[src/rtl/tpbc_pkg.sv]
// Shared types, codes and constants of the token passing bus controller.
`timescale 1ns / 1ps
`default_nettype none
package tpbc_pkg;

  localparam int NODE_SLOTS_DEF = 256;
  localparam int ROUND_COUNTER_BITS_DEF = 16;

  localparam int TICKET_W = 16;
  localparam int DIV_W = 8;
  localparam int ID_W = 8;
  localparam int CFG_INDEX_W = 8;
  localparam int CFG_DATA_W = 16;
  localparam int ROUNDS_W = 16;

  localparam logic [ID_W-1:0] NONE_ID = 8'd255;

  localparam logic ROLE_MASTER_DEF = 1'b0;
  localparam logic [ROUNDS_W-1:0] CONNECT_ROUNDS_DEF = 16'd40;
  localparam logic [ROUNDS_W-1:0] TIMEOUT_ROUNDS_DEF = 16'd40;
  localparam logic [DIV_W-1:0] ATTEMPT_DIVISOR_DEF = 8'd5;

  localparam logic [CFG_INDEX_W-1:0] CFG_ROLE_MASTER = 8'd0;
  localparam logic [CFG_INDEX_W-1:0] CFG_CONNECT_ROUNDS = 8'd1;
  localparam logic [CFG_INDEX_W-1:0] CFG_TIMEOUT_ROUNDS = 8'd2;
  localparam logic [CFG_INDEX_W-1:0] CFG_ATTEMPT_DIVISOR = 8'd3;

  localparam logic [1:0] OP_TICK = 2'd0;
  localparam logic [1:0] OP_MSG = 2'd1;
  localparam logic [1:0] OP_RESET = 2'd2;

  localparam logic [1:0] KIND_ACCEPTING = 2'd0;
  localparam logic [1:0] KIND_CONN_REQ = 2'd1;
  localparam logic [1:0] KIND_TOKEN_IN = 2'd2;
  localparam logic [1:0] KIND_TOKEN_OUT = 2'd3;

  typedef enum logic [2:0] {
    PH_UNJAM = 3'd0,
    PH_OFFER = 3'd1,
    PH_AWAIT = 3'd2,
    PH_OWN   = 3'd3,
    PH_TIN   = 3'd4,
    PH_TOUT  = 3'd5
  } tpbc_phase_e;

  typedef enum logic [3:0] {
    C_IDLE   = 4'b0001,
    C_SEARCH = 4'b0010,
    C_DIVIDE = 4'b0100,
    C_EMIT   = 4'b1000
  } tpbc_ctrl_e;

  typedef struct packed {
    logic [1:0]          operation;
    logic [1:0]          msg_kind;
    logic [ID_W-1:0]     msg_source;
    logic [TICKET_W-1:0] ticket;
  } tpbc_in_t;

  typedef struct packed {
    logic            send_valid;
    logic            send_broadcast;
    logic [ID_W-1:0] send_dest;
    logic [1:0]      send_kind;
    logic            unjam_pulse;
    logic            send_opportunity;
    logic [2:0]      node_state;
    logic            connected;
    logic [ID_W-1:0] master_id;
    logic            removed_valid;
  } tpbc_out_t;

  typedef struct packed {
    logic done;
    logic zero;
  } tpbc_mod_res_t;

endpackage
`default_nettype wire

[src/rtl/token_passing_bus_controller_unit.sv]
// Top level of the token passing bus controller: sequencer, node state and slot search.
//
// Usage: one item on the input channel is one event (tick, received message or
// protocol reset); each item gives exactly one result item on the output channel.
// Both channels use valid/ready. The configuration channel is always ready and
// writes role, connect rounds, timeout rounds and attempt divisor by index;
// unknown indexes are dropped. Write it only while the block is idle.
// An ordinary item goes from the idle step straight to the emit step, where its
// result is loaded once the output register is free. A slave offer while
// disconnected first runs the remainder unit, one ticket bit per cycle. A master
// tick in the token in phase first walks the membership RAM one slot per cycle
// from the last grantee up, pipelined over its registered read port.
// The input is not ready while an item is in work; the next item is taken
// the cycle after the result is loaded, while that result may still wait in
// the output register. Reset leaves a slave node, disconnected, master in unjam,
// all membership valid bits cleared and default register values. A stalled
// receiver holds the result; the sequencer then waits in its final step.
`timescale 1ns / 1ps
`default_nettype none
module token_passing_bus_controller_unit #(
  parameter int NODE_SLOTS = tpbc_pkg::NODE_SLOTS_DEF,
  parameter int ROUND_COUNTER_BITS = tpbc_pkg::ROUND_COUNTER_BITS_DEF
) (
  input  wire logic                             clk_i,
  input  wire logic                             rst_ni,
  input  wire logic                             in_valid_i,
  output logic                                  in_ready_o,
  input  wire tpbc_pkg::tpbc_in_t               in_item_i,
  output logic                                  out_valid_o,
  input  wire logic                             out_ready_i,
  output tpbc_pkg::tpbc_out_t                   out_item_o,
  input  wire logic                             cfg_valid_i,
  output logic                                  cfg_ready_o,
  input  wire logic [tpbc_pkg::CFG_INDEX_W-1:0] cfg_index_i,
  input  wire logic [tpbc_pkg::CFG_DATA_W-1:0]  cfg_data_i
);

  localparam int SLOT_BITS = $clog2(NODE_SLOTS);
  localparam int PTR_W = SLOT_BITS + 1;
  localparam int RCB = ROUND_COUNTER_BITS;
  localparam int CMP_W = (RCB > tpbc_pkg::ROUNDS_W) ? RCB : tpbc_pkg::ROUNDS_W;

  tpbc_pkg::tpbc_ctrl_e ctrl_q, ctrl_d;

  logic                          role_q;
  logic [tpbc_pkg::ROUNDS_W-1:0] conn_rounds_q;
  logic [tpbc_pkg::ROUNDS_W-1:0] tmo_rounds_q;
  logic [tpbc_pkg::DIV_W-1:0]    att_div_q;

  tpbc_pkg::tpbc_phase_e        ph_q, ph_d;
  logic                         linked_q, linked_d;
  logic [RCB-1:0]               rounds_q, rounds_d, rounds_inc;
  logic [tpbc_pkg::ID_W-1:0]    lg_q, lg_d;
  logic [tpbc_pkg::ID_W-1:0]    km_q, km_d;
  logic [NODE_SLOTS-1:0]        valid_q, valid_d;

  tpbc_pkg::tpbc_in_t           item_q;
  tpbc_pkg::tpbc_out_t          out_q, res;
  logic                         out_valid_q, out_valid_d;

  logic [PTR_W-1:0]             ptr_q, ptr_d;
  logic                         pend_q, pend_d;
  logic [SLOT_BITS-1:0]         pend_idx_q;
  logic                         vbit_q;
  logic [tpbc_pkg::ID_W-1:0]    found_q, found_d;
  logic                         hit_q, hit_d;
  logic                         zero_q, zero_d;

  logic                         accept, commit, ptr_live, hit_now, issue;
  logic                         want_search, want_div, changed;
  logic [8:0]                   start9;
  logic                         bm_we, bm_wdata, bm_rdata;
  logic [SLOT_BITS-1:0]         bm_waddr;
  tpbc_pkg::tpbc_mod_res_t      mod_res;

  assign in_ready_o  = (ctrl_q == tpbc_pkg::C_IDLE);
  assign accept      = in_valid_i && in_ready_o;
  assign commit      = (ctrl_q == tpbc_pkg::C_EMIT) && (!out_valid_q || out_ready_i);
  assign cfg_ready_o = 1'b1;
  assign out_valid_o = out_valid_q;
  assign out_item_o  = out_q;

  always_ff @(posedge clk_i or negedge rst_ni) begin
    if (!rst_ni) begin
      role_q        <= tpbc_pkg::ROLE_MASTER_DEF;
      conn_rounds_q <= tpbc_pkg::CONNECT_ROUNDS_DEF;
      tmo_rounds_q  <= tpbc_pkg::TIMEOUT_ROUNDS_DEF;
      att_div_q     <= tpbc_pkg::ATTEMPT_DIVISOR_DEF;
    end else if (cfg_valid_i) begin
      case (cfg_index_i)
        tpbc_pkg::CFG_ROLE_MASTER:     role_q        <= cfg_data_i[0];
        tpbc_pkg::CFG_CONNECT_ROUNDS:  conn_rounds_q <= cfg_data_i;
        tpbc_pkg::CFG_TIMEOUT_ROUNDS:  tmo_rounds_q  <= cfg_data_i;
        tpbc_pkg::CFG_ATTEMPT_DIVISOR: att_div_q     <= cfg_data_i[tpbc_pkg::DIV_W-1:0];
        default: ;
      endcase
    end
  end

  assign want_search = role_q && (in_item_i.operation == tpbc_pkg::OP_TICK) &&
                       (ph_q == tpbc_pkg::PH_TIN);
  assign want_div    = !role_q && (in_item_i.operation == tpbc_pkg::OP_MSG) &&
                       (in_item_i.msg_kind == tpbc_pkg::KIND_ACCEPTING) && !linked_q;
  assign start9      = (lg_q == tpbc_pkg::NONE_ID) ? 9'd0 : {1'b0, lg_q} + 9'd1;
  assign ptr_live    = (ptr_q < PTR_W'(NODE_SLOTS));
  assign hit_now     = pend_q && bm_rdata && vbit_q;
  assign issue       = (ctrl_q == tpbc_pkg::C_SEARCH) && ptr_live && !hit_now;

  tpbc_mod_unit u_mod (
    .clk_i    (clk_i),
    .rst_ni   (rst_ni),
    .start_i  (accept && want_div),
    .ticket_i (in_item_i.ticket),
    .divisor_i(att_div_q),
    .res_o    (mod_res)
  );

  tpbc_ram #(
    .WIDTH(1),
    .DEPTH(NODE_SLOTS)
  ) u_bitmap (
    .clk_i  (clk_i),
    .we_i   (commit && bm_we),
    .waddr_i(bm_waddr),
    .wdata_i(bm_wdata),
    .raddr_i(ptr_q[SLOT_BITS-1:0]),
    .rdata_o(bm_rdata)
  );

  always_comb begin
    ctrl_d  = ctrl_q;
    ptr_d   = ptr_q;
    pend_d  = 1'b0;
    found_d = found_q;
    hit_d   = hit_q;
    zero_d  = zero_q;
    case (ctrl_q)
      tpbc_pkg::C_IDLE: begin
        if (accept) begin
          hit_d = 1'b0;
          ptr_d = (start9 >= 9'(NODE_SLOTS)) ? PTR_W'(NODE_SLOTS) : start9[PTR_W-1:0];
          if (want_search) begin
            ctrl_d = tpbc_pkg::C_SEARCH;
          end else if (want_div) begin
            ctrl_d = tpbc_pkg::C_DIVIDE;
          end else begin
            ctrl_d = tpbc_pkg::C_EMIT;
          end
        end
      end
      tpbc_pkg::C_SEARCH: begin
        pend_d = issue;
        if (issue) begin
          ptr_d = ptr_q + 1'b1;
        end
        if (hit_now) begin
          hit_d   = 1'b1;
          found_d = tpbc_pkg::ID_W'(pend_idx_q);
          ctrl_d  = tpbc_pkg::C_EMIT;
        end else if (!ptr_live) begin
          ctrl_d = tpbc_pkg::C_EMIT;
        end
      end
      tpbc_pkg::C_DIVIDE: begin
        if (mod_res.done) begin
          zero_d = mod_res.zero;
          ctrl_d = tpbc_pkg::C_EMIT;
        end
      end
      tpbc_pkg::C_EMIT: begin
        if (commit) begin
          ctrl_d = tpbc_pkg::C_IDLE;
        end
      end
      default: ctrl_d = tpbc_pkg::C_IDLE;
    endcase
  end

  assign rounds_inc = (rounds_q == '1) ? rounds_q : rounds_q + 1'b1;

  always_comb begin
    ph_d     = ph_q;
    linked_d = linked_q;
    rounds_d = rounds_q;
    lg_d     = lg_q;
    km_d     = km_q;
    bm_we    = 1'b0;
    bm_waddr = '0;
    bm_wdata = 1'b0;
    res      = '0;
    changed  = 1'b0;
    case (item_q.operation)
      tpbc_pkg::OP_TICK: begin
        if (role_q) begin
          case (ph_q)
            tpbc_pkg::PH_UNJAM: begin
              res.unjam_pulse = 1'b1;
              ph_d = tpbc_pkg::PH_OFFER;
            end
            tpbc_pkg::PH_OFFER: begin
              res.send_valid     = 1'b1;
              res.send_broadcast = 1'b1;
              res.send_kind      = tpbc_pkg::KIND_ACCEPTING;
              ph_d = tpbc_pkg::PH_AWAIT;
            end
            tpbc_pkg::PH_AWAIT: begin
              if (CMP_W'(rounds_inc) >= CMP_W'(conn_rounds_q)) begin
                ph_d = tpbc_pkg::PH_OWN;
              end
            end
            tpbc_pkg::PH_OWN: begin
              res.send_opportunity = 1'b1;
              lg_d = tpbc_pkg::NONE_ID;
              ph_d = tpbc_pkg::PH_TIN;
            end
            tpbc_pkg::PH_TOUT: begin
              if (CMP_W'(rounds_inc) >= CMP_W'(tmo_rounds_q)) begin
                if ({1'b0, lg_q} < 9'(NODE_SLOTS)) begin
                  bm_we    = 1'b1;
                  bm_waddr = lg_q[SLOT_BITS-1:0];
                  bm_wdata = 1'b0;
                end
                res.removed_valid = 1'b1;
                ph_d = tpbc_pkg::PH_UNJAM;
              end
            end
            tpbc_pkg::PH_TIN: begin
              if (hit_q) begin
                lg_d          = found_q;
                res.send_valid = 1'b1;
                res.send_dest  = found_q;
                res.send_kind  = tpbc_pkg::KIND_TOKEN_IN;
                ph_d = tpbc_pkg::PH_TOUT;
              end else begin
                ph_d = tpbc_pkg::PH_UNJAM;
              end
            end
            default: ;
          endcase
          changed = (ph_d != ph_q);
        end else begin
          if (linked_q && (CMP_W'(rounds_inc) >= CMP_W'(tmo_rounds_q))) begin
            linked_d = 1'b0;
          end
          changed = (linked_d != linked_q);
        end
        rounds_d = changed ? '0 : rounds_inc;
      end
      tpbc_pkg::OP_MSG: begin
        if (role_q) begin
          if (item_q.msg_kind == tpbc_pkg::KIND_CONN_REQ) begin
            if ({1'b0, item_q.msg_source} < 9'(NODE_SLOTS)) begin
              bm_we    = 1'b1;
              bm_waddr = item_q.msg_source[SLOT_BITS-1:0];
              bm_wdata = 1'b1;
            end
          end else if (item_q.msg_kind == tpbc_pkg::KIND_TOKEN_OUT) begin
            ph_d = tpbc_pkg::PH_TIN;
          end
        end else begin
          if ((item_q.msg_kind == tpbc_pkg::KIND_ACCEPTING) && !linked_q) begin
            if (zero_q) begin
              res.send_valid = 1'b1;
              res.send_dest  = item_q.msg_source;
              res.send_kind  = tpbc_pkg::KIND_CONN_REQ;
            end
          end else if (item_q.msg_kind == tpbc_pkg::KIND_TOKEN_IN) begin
            if (!linked_q) begin
              km_d     = item_q.msg_source;
              linked_d = 1'b1;
            end
            rounds_d             = '0;
            res.send_opportunity = 1'b1;
            res.send_valid       = 1'b1;
            res.send_dest        = item_q.msg_source;
            res.send_kind        = tpbc_pkg::KIND_TOKEN_OUT;
          end
        end
      end
      tpbc_pkg::OP_RESET: begin
        if (role_q) begin
          ph_d = tpbc_pkg::PH_UNJAM;
        end else begin
          linked_d = 1'b0;
        end
      end
      default: ;
    endcase
    res.node_state = role_q ? ph_d : {2'b00, linked_d};
    res.connected  = role_q ? 1'b1 : linked_d;
    res.master_id  = km_d;
  end

  always_comb begin
    valid_d = valid_q;
    if (commit && bm_we) begin
      valid_d[bm_waddr] = 1'b1;
    end
    out_valid_d = out_valid_q;
    if (commit) begin
      out_valid_d = 1'b1;
    end else if (out_ready_i) begin
      out_valid_d = 1'b0;
    end
  end

  always_ff @(posedge clk_i or negedge rst_ni) begin
    if (!rst_ni) begin
      ctrl_q      <= tpbc_pkg::C_IDLE;
      ph_q        <= tpbc_pkg::PH_UNJAM;
      linked_q    <= 1'b0;
      rounds_q    <= '0;
      lg_q        <= tpbc_pkg::NONE_ID;
      km_q        <= tpbc_pkg::NONE_ID;
      valid_q     <= '0;
      out_valid_q <= 1'b0;
      pend_q      <= 1'b0;
    end else begin
      ctrl_q      <= ctrl_d;
      valid_q     <= valid_d;
      out_valid_q <= out_valid_d;
      pend_q      <= pend_d;
      if (commit) begin
        ph_q     <= ph_d;
        linked_q <= linked_d;
        rounds_q <= rounds_d;
        lg_q     <= lg_d;
        km_q     <= km_d;
      end
    end
  end

  always_ff @(posedge clk_i) begin
    if (accept) begin
      item_q <= in_item_i;
    end
    if (commit) begin
      out_q <= res;
    end
    ptr_q      <= ptr_d;
    found_q    <= found_d;
    hit_q      <= hit_d;
    zero_q     <= zero_d;
    pend_idx_q <= ptr_q[SLOT_BITS-1:0];
    vbit_q     <= valid_q[ptr_q[SLOT_BITS-1:0]];
  end

`ifndef NO_ASSERTIONS
  a_busy_after_accept: assert property (@(posedge clk_i) disable iff (!rst_ni)
    (in_valid_i && in_ready_o) |=> !in_ready_o)
    else $error("input ready while an item is in work");

  a_rounds_only_on_commit: assert property (@(posedge clk_i) disable iff (!rst_ni)
    !commit |=> $stable(rounds_q))
    else $error("round counter moved outside a commit");

  a_ptr_bound: assert property (@(posedge clk_i) disable iff (!rst_ni)
    (ctrl_q == tpbc_pkg::C_SEARCH) |-> (ptr_q <= PTR_W'(NODE_SLOTS)))
    else $error("search pointer beyond slot range");

  a_emit_after_div: assert property (@(posedge clk_i) disable iff (!rst_ni)
    (ctrl_q == tpbc_pkg::C_DIVIDE && mod_res.done) |=> (ctrl_q == tpbc_pkg::C_EMIT))
    else $error("remainder result not taken");
`endif

endmodule
`default_nettype wire

[src/rtl/tpbc_ram.sv]
// Generic single write port RAM with registered read.
`timescale 1ns / 1ps
`default_nettype none
module tpbc_ram #(
  parameter int WIDTH = 1,
  parameter int DEPTH = 256
) (
  input  wire logic                     clk_i,
  input  wire logic                     we_i,
  input  wire logic [$clog2(DEPTH)-1:0] waddr_i,
  input  wire logic [WIDTH-1:0]         wdata_i,
  input  wire logic [$clog2(DEPTH)-1:0] raddr_i,
  output logic      [WIDTH-1:0]         rdata_o
);

  logic [WIDTH-1:0] mem_q [DEPTH];

  always_ff @(posedge clk_i) begin
    if (we_i) begin
      mem_q[waddr_i] <= wdata_i;
    end
    rdata_o <= mem_q[raddr_i];
  end

endmodule
`default_nettype wire

[src/rtl/tpbc_mod_unit.sv]
// Bit-serial remainder unit for the slave connection ticket test.
`timescale 1ns / 1ps
`default_nettype none
module tpbc_mod_unit (
  input  wire logic                          clk_i,
  input  wire logic                          rst_ni,
  input  wire logic                          start_i,
  input  wire logic [tpbc_pkg::TICKET_W-1:0] ticket_i,
  input  wire logic [tpbc_pkg::DIV_W-1:0]    divisor_i,
  output tpbc_pkg::tpbc_mod_res_t            res_o
);

  localparam int STEP_W = $clog2(tpbc_pkg::TICKET_W);

  logic                          busy_q, busy_d;
  logic                          done_q, done_d;
  logic                          zero_q, zero_d;
  logic [STEP_W-1:0]             cnt_q, cnt_d;
  logic [tpbc_pkg::TICKET_W-1:0] sh_q, sh_d;
  logic [tpbc_pkg::DIV_W-1:0]    rem_q, rem_d;
  logic [tpbc_pkg::DIV_W-1:0]    div_q, div_d;
  logic [tpbc_pkg::DIV_W:0]      trial;
  logic [tpbc_pkg::DIV_W:0]      rem_next;

  always_comb begin
    trial    = {rem_q, sh_q[tpbc_pkg::TICKET_W-1]};
    rem_next = (trial >= {1'b0, div_q}) ? trial - {1'b0, div_q} : trial;
    busy_d   = busy_q;
    done_d   = 1'b0;
    zero_d   = zero_q;
    cnt_d    = cnt_q;
    sh_d     = sh_q;
    rem_d    = rem_q;
    div_d    = div_q;
    if (start_i) begin
      busy_d = 1'b1;
      cnt_d  = '0;
      sh_d   = ticket_i;
      rem_d  = '0;
      div_d  = (divisor_i == '0) ? tpbc_pkg::DIV_W'(1) : divisor_i;
    end else if (busy_q) begin
      sh_d  = {sh_q[tpbc_pkg::TICKET_W-2:0], 1'b0};
      rem_d = rem_next[tpbc_pkg::DIV_W-1:0];
      cnt_d = cnt_q + 1'b1;
      if (cnt_q == STEP_W'(tpbc_pkg::TICKET_W - 1)) begin
        busy_d = 1'b0;
        done_d = 1'b1;
        zero_d = (rem_next == '0);
      end
    end
  end

  always_ff @(posedge clk_i or negedge rst_ni) begin
    if (!rst_ni) begin
      busy_q <= 1'b0;
      done_q <= 1'b0;
      cnt_q  <= '0;
    end else begin
      busy_q <= busy_d;
      done_q <= done_d;
      cnt_q  <= cnt_d;
    end
  end

  always_ff @(posedge clk_i) begin
    zero_q <= zero_d;
    sh_q   <= sh_d;
    rem_q  <= rem_d;
    div_q  <= div_d;
  end

  assign res_o.done = done_q;
  assign res_o.zero = zero_q;

endmodule
`default_nettype wire

[config.mk]
export PLATFORM = sky130hd
export DESIGN_NAME = token_passing_bus_controller_unit
export DESIGN_NICKNAME = d
export VERILOG_FILES = /design/src/rtl/tpbc_pkg.sv /design/src/rtl/token_passing_bus_controller_unit.sv /design/src/rtl/tpbc_ram.sv /design/src/rtl/tpbc_mod_unit.sv
export SDC_FILE = /design/constraint.sdc
export NUM_CORES = 1
export LEC_CHECK = 0
export BUFFER_PORTS_ARGS = -buffer_cell sky130_fd_sc_hd__buf_2
export CORE_UTILIZATION = 60
export CTS_CLUSTER_DIAMETER = 80
export DETAILED_ROUTE_END_ITERATION = 16
export PLACE_DENSITY_LB_ADDON = 0.3
export SYNTH_ARGS = -nofsm -noshare
export SYNTH_HDL_FRONTEND = slang
export SYNTH_SLANG_ARGS = --single-unit
export TNS_END_PERCENT = 1
[constraint.sdc]
create_clock -name clk_i -period 5.7 [get_ports clk_i]
set_input_delay 1.14 -clock clk_i [delete_from_list [all_inputs] [get_ports clk_i]]
set_output_delay 1.14 -clock clk_i [all_outputs]
set_load 0.1 [all_outputs]
==> summary.txt <==
GRT
  • GRT overflow: 0
  • Busiest layer in global routing: met2
  • GRT Total Usage: 0.310
  • Met3 Use GR: 0.0511
  • Met1 GRT Util: 0.436
  • First-pass GRT wire length: 126 mm
  • Largest net degree at the start of global routing: 151
  • Met2 Use GR: 0.493
  • Vias in the first global route: 21670
  • Initial antenna violation count: 1

STA
  • Layout Skew: 21.5 ps
  • Tmin final: 5260 ps
  • Final Max Tran Viols: 0
  • Hold Vio Cnt, Final: 0
  • Slew @ Worst Pin: 1410 ps
  • Total negative slack: 0 ps
  • Max Clk Rate: 190 MHz
  • Hold_ws: 398 ps
  • Fin crit share: 0.922
  • Rel. slew slack: 0.0631
  • Final setup viols: 0
  • RSZ-0062 raised after global routing: no

Yosys
  • Most frequent cell after synthesis: edfxtp_1
  • Post-synth top area cell: edfxtp_1
  • Synth top area share: 0.322
  • Cells after synthesis: 2520
  • Synthesis-stage register bit count: 702
  • Syn Std Cell Area: between 30000 and 40000 µm²
  • Most instantiated cells after synthesis: edfxtp_1, nor2_1, dfrtp_1
  • Synth Flop Type: edfxtp_1
  • Area contributors post-synth: edfxtp_1, dfrtp_1, o21bai_1, mux4_2, nor2_1
  • Cell variety after synth: 84
  • YS warnings: 0
  • Avg Inst Size Synth: between 10 and 15 µm²
  • Post-synth ARST share: 0.491
  • Net Count, Synth: 2622
  • Number of flops mapped to enable cells by yosys: 339
  • Sequential fraction of the synthesis area: 0.607

Status
  • Status: finished, final reports clean

Place
  • Port bufs: 85
  • Gpl congestion: 0.899
  • Dpl hpwl: 49.1 mm
  • Dpl cells: approximately 3100

Critical path
  • Reg-to-reg slack, setup: 440 ps
  • Worst Path Arrival: between 5000 and 6000 ps
  • Worst reg2reg path depth: 13
  • Path type of the worst setup path: register to register
  • Worst r2r dst: u_bitmap.mem_q[153]
  • Crit. End Element: register
  • RR Startpoint: rounds_q[3]
  • Crit path launch type: register
  • CP Max Fanout: 26
  • Crit path to: u_bitmap.mem_q[153]
  • Req. time, crit path: ~6000 ps
  • Crit path from: rounds_q[3]

Routing
  • Routed vias: 21278
  • # DRC: 0
  • Routed Antenna Nets: 0
  • First-pass DRT Iterations: 5
  • Per-cell routed wire length: 24.5 µm
  • Initial DRC count: around 2200
  • DRT Wirelength: 80.5 mm
  • Number of vias per cell: ~6.5

Clock network
  • Setup Buffers After CTS: 0
  • Clock Path Buffers: 3
  • CTS Hold Bufs: 0
  • Clk_lat worst skew: 620 ps
  • Num Clock Sinks: 702
  • CTS root buf: clkbuf_16
  • CTS H-Tree Depth: 3
  • Reg clk slew, reported paths: 60 ps
  • Cts repair resizes: 0
  • Num CTS Buffers: 73
  • TritonCTS clock tree: yes

Cells and area
  • Filler Cell Count: approximately 3700
  • Reg area: 19200 µm²
  • Fin cells: roughly 3300
  • Nets: about 2600
  • Share of layout cells above drive strength 1: 0.172
  • Final Util: 0.676
  • Area delta synth->final: 10.6%
  • Multi-input combinational cell area: 11300 µm²

Power
  • Static Leak: 14.4 nW
  • Worst VDD drop: approximately 0.00028 V
  • Pwr Density: 356 nW/µm²

Min path
  • Hold path start: pend_idx_q[5]
  • Hold Crit Class: register to register

Floorplan
  • Die Ht: approximately 230 µm
  • # rows: 83
  • Core area: around 52000 µm²
  • Initial Util: 0.611
  • IO Count: 87
  • Chip width: approximately 230 µm
  • DIE AREA: 53600 µm²

Flow run
  • Max Cap Viol: 0
registers in the layout (all words and copies together), names as in the netlist, 9 cells and up:
signal and flops:
u_bitmap.mem_q 256, valid_q 256, out_item_o 27, conn_rounds_q 16
rounds_q 16, tmo_rounds_q 16, u_mod.sh_q 16, item_q 12
ptr_q 9
cell type report:
| type | instances | area share |
|---|---|---|
| multi-input cells | 1559 | 0.323 |
| flip-flops and latches | 702 | 0.549 |
| clock inverters | 37 | 0.0111 |
| diodes | 1 | 0.0000716 |
| repair buffers | 147 | 0.0279 |
| clock buffers | 99 | 0.0574 |
| inverters | 60 | 0.00659 |
| well taps | 680 | 0.0243 |
critical path: stages, from the launching register on:
cell and delay (ps):
dfrtp_1 440, and4_1 270, and4_1 270, a31oi_1 420
nand3_1 240, xnor2_1 210, ha_1 320, nand4_1 160
or4_4 570, o311ai_4 340, o21ai_2 320, o31ai_4 380
nand2_1 630, nor2_1 360
cells by family (layout without fill, tap and decap cells):
family,count (synthesis),after routing,share of synthesized area
and+or+nand+nor,668,668,0.0934
buffers and inverters,259,343,0.0351
DFF,702,702,0.607
xor gates and xnor gates,29,29,0.00804
adders and majority gates,45,45,0.0180
other,1,2,0.000119
muxes,219,219,0.105
AOI/OAI and AO/OA,597,597,0.133
report_power, final:
| group | switching, mW | leakage, nW | internal, mW |
|---|---|---|---|
| Clock | 2.02 | 1.17 | 2.77 |
| Combinational | 1.27 | 5.09 | 0.559 |
| Sequential | 0.252 | 8.17 | 5.59 |
| Total | 3.54 | 14.4 | 8.92 |
placed cells by master, fill, tap and decap left out, types with 21 or more instances in the layout:
| master | count |
|---|---|
| nand3_1 | 32 |
| dfrtp_1 | 322 |
| a21oi_1 | 64 |
| mux2_2 | 52 |
| edfxtp_1 | 339 |
| buf_2 | 84 |
| mux2i_1 | 83 |
| o22ai_1 | 26 |
| o221ai_1 | 25 |
| o21ai_0 | 89 |
| buf_4 | 56 |
| nand2_1 | 172 |
| ha_1 | 44 |
| nor2_1 | 324 |
| dfstp_2 | 23 |
| inv_1 | 57 |
| mux4_2 | 84 |
| a22o_1 | 21 |
| clkbuf_16 | 74 |
| o21bai_1 | 256 |
per-layer routing:
layer	routed length, µm	up-vias	share of wire
met5	0	-	0
met4	2490	0	0.031
met3	6160	168	0.076
met2	38400	955	0.48
met1	33400	10896	0.41
li1	-	9259	-
through the flow:
stage	worst slack [ps]	power [mW]	instance area, µm²
floorplan	1310	7.15	31600
global placement	617	7.67	32600
detailed placement	518	7.73	32600
CTS	533	12.5	35000
global route	149	12.9	35000
finish	444	12.5	35000
worst min path at each step:
| stage | cells after the start | slack [ps] | to |
|---|---|---|---|
| floorplan | 0 | 350 | pend_idx_q[3] |
| global placement | 0 | 390 | found_q[5] |
| detailed placement | 0 | 390 | found_q[3] |
| CTS | 0 | 400 | found_q[4] |
| global route | 0 | 410 | found_q[5] |
| finish | 0 | 400 | found_q[5] |
(Power assumes the default switching activity.)
